## src/hdl/bia_pkg.sv

```systemverilog
// ============================================================================
// bia_pkg
// Shared types and constants for the bitmap ID allocator.
// ============================================================================
package bia_pkg;

    // Field widths
    localparam int ID_W     = 10;
    localparam int FUNC_W   = 2;
    localparam int STATUS_W = 3;

    // IDs the 10-bit ID field can name
    localparam int MAX_IDS = 2 ** ID_W;

    // Default pool size
    localparam int NUM_IDS_DEF = 1024;

    // Map word geometry
    localparam int WORD_W = 32;
    localparam int BIT_W  = $clog2(WORD_W);

    // Reset value of the limit register
    localparam logic [ID_W-1:0] HIGHEST_ID_RST = 10'd1023;

    // Operation codes
    localparam logic [FUNC_W-1:0] FUNC_ALLOC   = 2'd0;
    localparam logic [FUNC_W-1:0] FUNC_FREE    = 2'd1;
    localparam logic [FUNC_W-1:0] FUNC_RESERVE = 2'd2;

    // Status codes
    localparam logic [STATUS_W-1:0] STATUS_OK           = 3'd0;
    localparam logic [STATUS_W-1:0] STATUS_EXHAUSTED    = 3'd1;
    localparam logic [STATUS_W-1:0] STATUS_FREE_UNUSED  = 3'd2;
    localparam logic [STATUS_W-1:0] STATUS_RESERVE_USED = 3'd3;
    localparam logic [STATUS_W-1:0] STATUS_ABOVE_LIMIT  = 3'd4;

    // Request transaction
    typedef struct packed {
        logic [FUNC_W-1:0] func;
        logic [ID_W-1:0]   id;
    } req_t;

    // Response transaction
    typedef struct packed {
        logic [ID_W-1:0]     result_id;
        logic [STATUS_W-1:0] status;
    } rsp_t;

    // Sequencer states
    typedef enum logic [1:0] {
        ST_IDLE,
        ST_LOOKUP,
        ST_UPDATE
    } state_t;

endpackage

```

## src/hdl/bitmap_id_allocator.sv

```systemverilog
// ============================================================================
// bitmap_id_allocator
// Lowest-free-ID allocator over a used-bit map kept in a word memory.
// ============================================================================
// The used bits live in a synchronous memory of 32-bit words with one "full"
// flag per word in flip-flops. A transaction that touches the map steps
// through accept, word select and memory read, then modify and write back;
// one that resolves without it (pool exhausted, ID above the limit, unused
// opcode) ends at word select with no read. The registered memory read keeps
// modify a step of its own. A new request is taken once the previous one has
// finished, even while its response still waits in the output register. Each
// word carries a valid flag cleared at reset, so the map reads as all free
// right after reset with no clearing pass. Only IDs up to the smaller of
// NUM_IDS - 1 and 1023 are stored, since no ID above that can be named.
module bitmap_id_allocator #(
    parameter int NUM_IDS = bia_pkg::NUM_IDS_DEF
) (
    input  logic                      clk,
    input  logic                      rst_n,

    input  logic                      cfg_valid,
    output logic                      cfg_ready,
    input  logic [bia_pkg::ID_W-1:0]  cfg_data,

    input  logic                      in_valid,
    output logic                      in_ready,
    input  bia_pkg::req_t             in_data,

    output logic                      out_valid,
    input  logic                      out_ready,
    output bia_pkg::rsp_t             out_data
);

    localparam int ID_W    = bia_pkg::ID_W;
    localparam int WORD_W  = bia_pkg::WORD_W;
    localparam int BIT_W   = bia_pkg::BIT_W;
    localparam int MAP_IDS = (NUM_IDS < bia_pkg::MAX_IDS) ? NUM_IDS : bia_pkg::MAX_IDS;
    localparam int WORDS   = (MAP_IDS + WORD_W - 1) / WORD_W;
    localparam int WADDR_W = (WORDS > 1) ? $clog2(WORDS) : 1;
    localparam logic [ID_W-1:0] MAP_LAST = ID_W'(MAP_IDS - 1);

    // ------------------------------------------------------------------------
    // Declarations
    // ------------------------------------------------------------------------
    bia_pkg::state_t                   state_reg, state_next;
    logic [ID_W-1:0]                   highest_id_reg;
    logic [bia_pkg::FUNC_W-1:0]        func_reg;
    logic [ID_W-1:0]                   id_reg;
    logic [WORDS-1:0]                  full_reg;
    logic [WORDS-1:0]                  wvalid_reg;
    logic [WADDR_W-1:0]                addr_reg;
    logic                              rd_valid_reg;
    logic [WORD_W-1:0]                 rd_data_reg;
    logic [WORD_W-1:0]                 mem [WORDS];
    logic                              out_valid_reg;
    bia_pkg::rsp_t                     out_data_reg;

    logic [ID_W-1:0]                   lim;
    logic [WADDR_W-1:0]                lim_word;
    logic [BIT_W-1:0]                  lim_lo;
    logic [WADDR_W-1:0]                id_word;
    logic [BIT_W-1:0]                  id_bit;
    logic                              cand_any;
    logic [WADDR_W-1:0]                cand_idx;
    logic                              early;
    bia_pkg::rsp_t                     early_rsp;
    logic [WADDR_W-1:0]                rd_addr;

    logic [WORD_W-1:0]                 cur_word;
    logic [WORD_W-1:0]                 probe;
    logic                              zero_found;
    logic [BIT_W-1:0]                  zero_bit;
    logic [WORD_W-1:0]                 new_word;
    logic                              upd_write;
    bia_pkg::rsp_t                     upd_rsp;

    logic                              accept;
    logic                              rd_en;
    logic                              done;
    logic                              fire;
    logic                              wr_en;
    bia_pkg::rsp_t                     rsp;

    // ------------------------------------------------------------------------
    // Configuration register
    // ------------------------------------------------------------------------
    assign cfg_ready = 1'b1;

    always_ff @(posedge clk or negedge rst_n)
    begin
        if (!rst_n)
            highest_id_reg <= bia_pkg::HIGHEST_ID_RST;
        else if (cfg_valid)
            highest_id_reg <= cfg_data;
    end

    // Limit saturated to the stored map
    assign lim      = (highest_id_reg > MAP_LAST) ? MAP_LAST : highest_id_reg;
    assign lim_word = WADDR_W'(lim >> BIT_W);
    assign lim_lo   = lim[BIT_W-1:0];
    assign id_word  = WADDR_W'(id_reg >> BIT_W);
    assign id_bit   = id_reg[BIT_W-1:0];

    // ------------------------------------------------------------------------
    // Lookup: first word at or below the limit word that is not full
    // ------------------------------------------------------------------------
    always_comb
    begin
        cand_any = 1'b0;
        cand_idx = '0;
        for (int w = WORDS - 1; w >= 0; w--)
        begin
            if (!full_reg[w] && (w <= int'(lim_word)))
            begin
                cand_any = 1'b1;
                cand_idx = WADDR_W'(w);
            end
        end
    end

    // Lookup decision: resolve now or read a word
    always_comb
    begin
        early     = 1'b0;
        early_rsp = '{result_id: id_reg, status: bia_pkg::STATUS_OK};
        rd_addr   = id_word;
        case (func_reg)
            bia_pkg::FUNC_ALLOC:
            begin
                rd_addr = cand_idx;
                if (!cand_any)
                begin
                    early     = 1'b1;
                    early_rsp = '{result_id: '0, status: bia_pkg::STATUS_EXHAUSTED};
                end
            end
            bia_pkg::FUNC_FREE, bia_pkg::FUNC_RESERVE:
            begin
                if (id_reg > lim)
                begin
                    early     = 1'b1;
                    early_rsp = '{result_id: id_reg, status: bia_pkg::STATUS_ABOVE_LIMIT};
                end
            end
            default:
            begin
                early = 1'b1;
            end
        endcase
    end

    // ------------------------------------------------------------------------
    // Update: modify the word read from memory
    // ------------------------------------------------------------------------
    assign cur_word = rd_valid_reg ? rd_data_reg : '0;

    // Bits above the limit count as used in the limit word
    always_comb
    begin
        for (int b = 0; b < WORD_W; b++)
            probe[b] = cur_word[b] || ((addr_reg == lim_word) && (b > int'(lim_lo)));
    end

    // Lowest clear bit
    always_comb
    begin
        zero_found = 1'b0;
        zero_bit   = '0;
        for (int b = WORD_W - 1; b >= 0; b--)
        begin
            if (!probe[b])
            begin
                zero_found = 1'b1;
                zero_bit   = BIT_W'(b);
            end
        end
    end

    always_comb
    begin
        new_word  = cur_word;
        upd_write = 1'b0;
        upd_rsp   = '{result_id: id_reg, status: bia_pkg::STATUS_OK};
        case (func_reg)
            bia_pkg::FUNC_ALLOC:
            begin
                if (zero_found)
                begin
                    new_word[zero_bit] = 1'b1;
                    upd_write          = 1'b1;
                    upd_rsp.result_id  = (ID_W'(addr_reg) << BIT_W) | ID_W'(zero_bit);
                end
                else
                begin
                    upd_rsp = '{result_id: '0, status: bia_pkg::STATUS_EXHAUSTED};
                end
            end
            bia_pkg::FUNC_FREE:
            begin
                if (cur_word[id_bit])
                begin
                    new_word[id_bit] = 1'b0;
                    upd_write        = 1'b1;
                end
                else
                begin
                    upd_rsp.status = bia_pkg::STATUS_FREE_UNUSED;
                end
            end
            default:
            begin
                if (!cur_word[id_bit])
                begin
                    new_word[id_bit] = 1'b1;
                    upd_write        = 1'b1;
                end
                else
                begin
                    upd_rsp.status = bia_pkg::STATUS_RESERVE_USED;
                end
            end
        endcase
    end

    // ------------------------------------------------------------------------
    // Sequencer: next state
    // ------------------------------------------------------------------------
    assign fire = done && (!out_valid_reg || out_ready);

    always_comb
    begin
        state_next = state_reg;
        case (state_reg)
            bia_pkg::ST_IDLE:
            begin
                if (in_valid)
                    state_next = bia_pkg::ST_LOOKUP;
            end
            bia_pkg::ST_LOOKUP:
            begin
                if (!early)
                    state_next = bia_pkg::ST_UPDATE;
                else if (fire)
                    state_next = bia_pkg::ST_IDLE;
            end
            bia_pkg::ST_UPDATE:
            begin
                if (fire)
                    state_next = bia_pkg::ST_IDLE;
            end
            default:
            begin
                state_next = bia_pkg::ST_IDLE;
            end
        endcase
    end

    // Sequencer: outputs
    always_comb
    begin
        in_ready = 1'b0;
        rd_en    = 1'b0;
        done     = 1'b0;
        rsp      = upd_rsp;
        case (state_reg)
            bia_pkg::ST_IDLE:
            begin
                in_ready = 1'b1;
            end
            bia_pkg::ST_LOOKUP:
            begin
                rd_en = !early;
                done  = early;
                rsp   = early_rsp;
            end
            bia_pkg::ST_UPDATE:
            begin
                done = 1'b1;
            end
            default:
            begin
                in_ready = 1'b0;
            end
        endcase
    end

    assign accept = in_valid && in_ready;
    assign wr_en  = fire && (state_reg == bia_pkg::ST_UPDATE) && upd_write;

    // ------------------------------------------------------------------------
    // Control registers
    // ------------------------------------------------------------------------
    always_ff @(posedge clk or negedge rst_n)
    begin
        if (!rst_n)
        begin
            state_reg     <= bia_pkg::ST_IDLE;
            full_reg      <= '0;
            wvalid_reg    <= '0;
            out_valid_reg <= 1'b0;
        end
        else
        begin
            state_reg <= state_next;
            if (wr_en)
            begin
                full_reg[addr_reg]   <= &new_word;
                wvalid_reg[addr_reg] <= 1'b1;
            end
            if (fire)
                out_valid_reg <= 1'b1;
            else if (out_ready)
                out_valid_reg <= 1'b0;
        end
    end

    // ------------------------------------------------------------------------
    // Payload registers
    // ------------------------------------------------------------------------
    always_ff @(posedge clk)
    begin
        if (accept)
        begin
            func_reg <= in_data.func;
            id_reg   <= in_data.id;
        end
        if (rd_en)
        begin
            addr_reg     <= rd_addr;
            rd_valid_reg <= wvalid_reg[rd_addr];
        end
        if (fire)
            out_data_reg <= rsp;
    end

    // ------------------------------------------------------------------------
    // Word memory
    // ------------------------------------------------------------------------
    always_ff @(posedge clk)
    begin
        if (rd_en)
            rd_data_reg <= mem[rd_addr];
        if (wr_en)
            mem[addr_reg] <= new_word;
    end

    assign out_valid = out_valid_reg;
    assign out_data  = out_data_reg;

    // ------------------------------------------------------------------------
    // Assertions
    // ------------------------------------------------------------------------
    // A word can only be full after it has been written
    a_full_needs_write: assert property (@(posedge clk) disable iff (!rst_n)
        (full_reg & ~wvalid_reg) == '0)
        else $error("full flag set on a word never written");

    // A successful allocation stays within the limit
    a_alloc_in_limit: assert property (@(posedge clk) disable iff (!rst_n)
        (fire && (func_reg == bia_pkg::FUNC_ALLOC) && (rsp.status == bia_pkg::STATUS_OK))
        |-> (rsp.result_id <= lim))
        else $error("allocated ID above limit");

    // Exhaustion reports ID zero
    a_exhaust_zero: assert property (@(posedge clk) disable iff (!rst_n)
        (fire && (rsp.status == bia_pkg::STATUS_EXHAUSTED)) |-> (rsp.result_id == '0))
        else $error("exhausted response with nonzero ID");

    // An accepted request always moves to lookup
    a_accept_lookup: assert property (@(posedge clk) disable iff (!rst_n)
        accept |=> (state_reg == bia_pkg::ST_LOOKUP))
        else $error("accepted request did not start lookup");

endmodule

```

## config.mk

```make
export PLATFORM = sky130hd
export DESIGN_NAME = bitmap_id_allocator
export DESIGN_NICKNAME = d
export VERILOG_FILES = /design/src/hdl/bia_pkg.sv /design/src/hdl/bitmap_id_allocator.sv
export SDC_FILE = /design/constraint.sdc
export NUM_CORES = 1
export LEC_CHECK = 0
export BUFFER_PORTS_ARGS = -buffer_cell sky130_fd_sc_hd__buf_2
export CAP_MARGIN = 20
export CORE_MARGIN = 2
export CORE_UTILIZATION = 55
export CTS_CLUSTER_SIZE = 20
export DETAILED_ROUTE_END_ITERATION = 6
export GPL_TIMING_DRIVEN = 0
export PLACE_DENSITY = 0.71
export SLEW_MARGIN = 20
export SYNTH_ARGS = -nofsm -noshare
export SYNTH_HDL_FRONTEND = slang
export SYNTH_SLANG_ARGS = --single-unit
```

## constraint.sdc

```tcl
create_clock -name clk -period 5.8 [get_ports clk]
set_clock_uncertainty 0.1 [all_clocks]
set_input_delay 1.16 -clock clk [delete_from_list [all_inputs] [get_ports clk]]
set_output_delay 1.16 -clock clk [all_outputs]
set_load 0.02 [all_outputs]
```

==> key figures <==
Final layout
  • Final core utilization: 0.6343
  • # fillers: 6653
  • Synth-to-layout area growth: 14.69%
  • Post-route cell area: 57880 um^2
  • Nets@finish: 4109
  • Final Non-Filler Cells: 5350
  • Layout cell share with drive strength beyond 1: 0.1317
  • Max FFs per register: 1024
  • Most flop-heavy register: mem

Clock tree
  • TritonCTS Buffers: 113
  • CTS Hold Bufs: 0
  • Skew-Pair Late Insertion Delay: 0.71 ns
  • H-tree depth: 3
  • CTS Root Cell: clkbuf_16
  • Clock Tree Buf Depth: 3
  • # clock sinks: 1164
  • Clock slew at reported path FFs: 0.06 ns
  • CTS tree: built

Detailed routing
  • DRT iter0 DRCs: 5004
  • Vias: 35260
  • Post-route DRC: 0
  • Avg WL per Cell: 30.54 um
  • Post-Route WL: 163.4 mm
  • Routed Antenna Nets: 0
  • Drt pass-1 iters: 6
  • Vias per cell: 6.591

Power and ir drop
  • P_leak: 19.65 nW
  • P_sw: 8.722 mW
  • Comb power frac: 0.287
  • Power density cells: 438.9 nW/um^2
  • Cell-internal power: 16.68 mW
  • Worst vdd ir: 339.7 uV
  • Clock share of power: 0.293
  • Share of power burned in registers: 0.420
  • Switching Fraction: 0.3434
  • Total chip power: 25.40 mW

Floorplan
  • I/O pin total: 43
  • Core area: 91250 um^2
  • Die Area: 94190 um^2
  • Die height: 306.9 um
  • Starting density of the core: 0.5531
  • Row cnt: 111
  • Die Width: 306.9 um

Logic synthesis
  • Synthesized area: 50470 um^2
  • Mapped Nets: 3891
  • Sequential share of the synthesized area: 0.6852
  • Post-Syn Instances: 3847
  • Area fraction of the dominant cell type after synthesis: 0.6468
  • Async SR Flop Fraction: 0.06615
  • Prevailing post-synth register cell: edfxtp_1
  • Ys Warns: 0
  • Mean Syn Cell Area: 13.12 um^2
  • EDFF count, synth: 1087
  • Ranking of synthesized cells by area: edfxtp_1 65%, nand2_1 5.3%, dfrtp_1 3.3%, a211oi_1 3.1%, mux2i_1 2.9%
  • Library cells used by synthesis: 100
  • Synth Register Bits: 1164
  • Synth area leader: edfxtp_1

Timing
  • RSZ-0062 raised after global routing: yes
  • Final Cycle Share: 1.003
  • Slew headroom: 0.2523
  • Worst-Margin Slew: 1.117 ns
  • Fin. Hold Viols: 0
  • Period minus WS final: 5.817 ns
  • WHS: 0.3088 ns
  • Sum of negative setup slack: -0.01683 ns
  • Slew Limit Fails: 0
  • Setup slack after layout: -0.01683 ns
  • FMAX: 171.9 MHz
  • Count of final setup violators: 1

Worst setup path
  • Reg2Reg Launch Point: highest_id_reg[6]
  • Worst Path Arrival: 6.13 ns
  • Crit path largest cell delay: 0.73 ns
  • Worst path slowest cell: a211oi_1
  • CP Capture Type: flip-flop
  • Crit path required time: 6.12 ns
  • Crit path launch type: flip-flop
  • Crit Path Class: flip-flop to flip-flop
  • CP cell instances: buf_2 > clkbuf_1 > nand4b_1 > a211oi_1 > o22ai_1 > a31oi_1 > o221ai_1 > a21oi_1 > o31a_1 > clkbuf_2 > clkbuf_2 > clkbuf_1 > a31oi_1 > a211oi_1 > nor3_4
  • Reg2Reg Depth: 15
  • Crit-path max FO: 10
  • R2R Setup Slk: -0.02 ns
  • Reg2Reg Capture Point: rd_data_reg[10]

GRT
  • Grt ovf: 0
  • Vias in the first global route: 33350
  • First-pass GRT wire length: 233.4 mm
  • Largest net degree at the start of global routing: 50
  • Antenna violations before repair: 7
  • All-layer global routing usage: 0.3470

Placement
  • Final HPWL DP: 118.0 mm
  • Post-Place Cells: 5137
  • Gpl congestion: 1.002
  • Port Buffers: 40
  • Pre-CTS setup slack: -1.187 ns
  • DP Area: 53860 um^2

Job
  • Max_cap viols: 0

Hold path
  • Min-delay worst type: input pin to asynchronous set/reset pin

Outcome
  • Failing checks: negative setup slack
  • Run status: finished, violations left
==> power by group through the flow <==
stage               combinational [mW]  clock, mW  sequential, mW
floorplan                         3.44          0            10.8
global placement                  6.23          0            11.0
detailed placement                6.94          0            10.8
CTS                               7.02       7.48            10.7
global route                      7.52       7.80            10.7
finish                            7.28       7.44            10.7
==> worst max-delay path by stage <==
stage,startpoint,endpoint,cells past startpoint
6_report,highest_id_reg[6],rd_data_reg[10],15
5_1_grt,highest_id_reg[8],rd_valid_reg,15
4_1_cts,highest_id_reg[6],rd_data_reg[7],15
3_5_place_dp,highest_id_reg[6],rd_data_reg[8],15
3_3_place_gp,highest_id_reg[9],full_reg[17],15
2_1_floorplan,highest_id_reg[9],full_reg[12],15
==> cells in the mapped netlist, types with 67 or more instances <==
cell / n
edfxtp_1: 1087
nand2_1: 716
a211oi_1: 210
clkbuf_1: 197
and2_1: 148
mux2i_1: 144
nand3_1: 97
a21oi_1: 91
a31oi_1: 88
o21ai_0: 88
o22ai_1: 84
a311oi_1: 71
nand3b_1: 71
dfrtp_1: 67
==> cells by family (layout without fill, tap and decap cells) <==
family,count (synthesis),after routing,share of synthesized area
AOI/OAI and AO/OA,882,882,0.1284
other,1,3,0.00007431
DFF,1164,1164,0.6852
and+or+nand+nor,1297,1297,0.1225
xor gates and xnor gates,6,6,0.001860
adders and majority gates,18,18,0.004413
muxes,151,151,0.03057
buffers and inverters,328,643,0.02702
==> final cells by class <==
cell class                 instances  area [um^2]  area share
sequential                      1164        34580      0.5974
timing repair buffer             105         1588     0.02743
buffer                           264         1196     0.02067
multi-input combinational       2355        15050      0.2600
clock buffer                     147         3059     0.05285
tap                             1186         1484     0.02564
antenna                            2        5.005  0.00008647
clock inverter                    65        685.7     0.01185
inverter                          62        235.2    0.004064
==> metal layers <==
layer  up-vias  global-route usage  wire (um)
li1      15240                   -          -
met1     17370              0.4773      63740
met3       434             0.06699      17040
met2      2223              0.5204      71900
met4         2              0.2006      10720
met5         -                   0         13
==> layout by cell type, fill, tap and decap left out, types with 12 or more instances in the layout <==
master | Yosys | final
a311o_1 | 66 | 58
o31ai_1 | 20 | 15
a211oi_1 | 210 | 199
and2_1 | 148 | 147
clkbuf_16 | 0 | 116
o21ai_2 | 31 | 31
bufinv_16 | 0 | 13
clkbuf_1 | 197 | 176
nor3_1 | 58 | 38
clkinv_2 | 0 | 16
nand4_1 | 15 | 15
nor2_1 | 52 | 51
nor2b_1 | 13 | 13
buf_12 | 0 | 19
buf_1 | 21 | 17
nand3_1 | 97 | 97
buf_6 | 10 | 19
a211oi_2 | 1 | 12
clkbuf_2 | 0 | 48
a311oi_1 | 71 | 71
clkinv_1 | 2 | 32
a21oi_1 | 91 | 88
buf_16 | 0 | 29
a31oi_1 | 88 | 86
inv_1 | 60 | 28
buf_2 | 34 | 72
nor3_2 | 2 | 20
nand3b_1 | 71 | 71
dfrtp_1 | 67 | 67
o21ai_0 | 88 | 81
o22ai_1 | 84 | 84
edfxtp_1 | 1087 | 1087
nand2b_1 | 50 | 49
ha_1 | 17 | 17
mux2i_1 | 144 | 144
inv_2 | 0 | 31
nand2_1 | 716 | 714
==> timing repair <==
action	4_1_cts	5_1_grt
setup buffers	0	1
endpoints found under the setup margin	34	394
pin swaps	0	2
gates resized for setup	42	93
gates cloned	0	0
==> critical path: cells and delay by family (launching register included) <==
family          cells  cell delay (ns)
compound gates      8             2.36
buf+inv             5             2.17
flops               1             0.57
simple gates        2             0.33
Power figures use the tool's default switching activity.
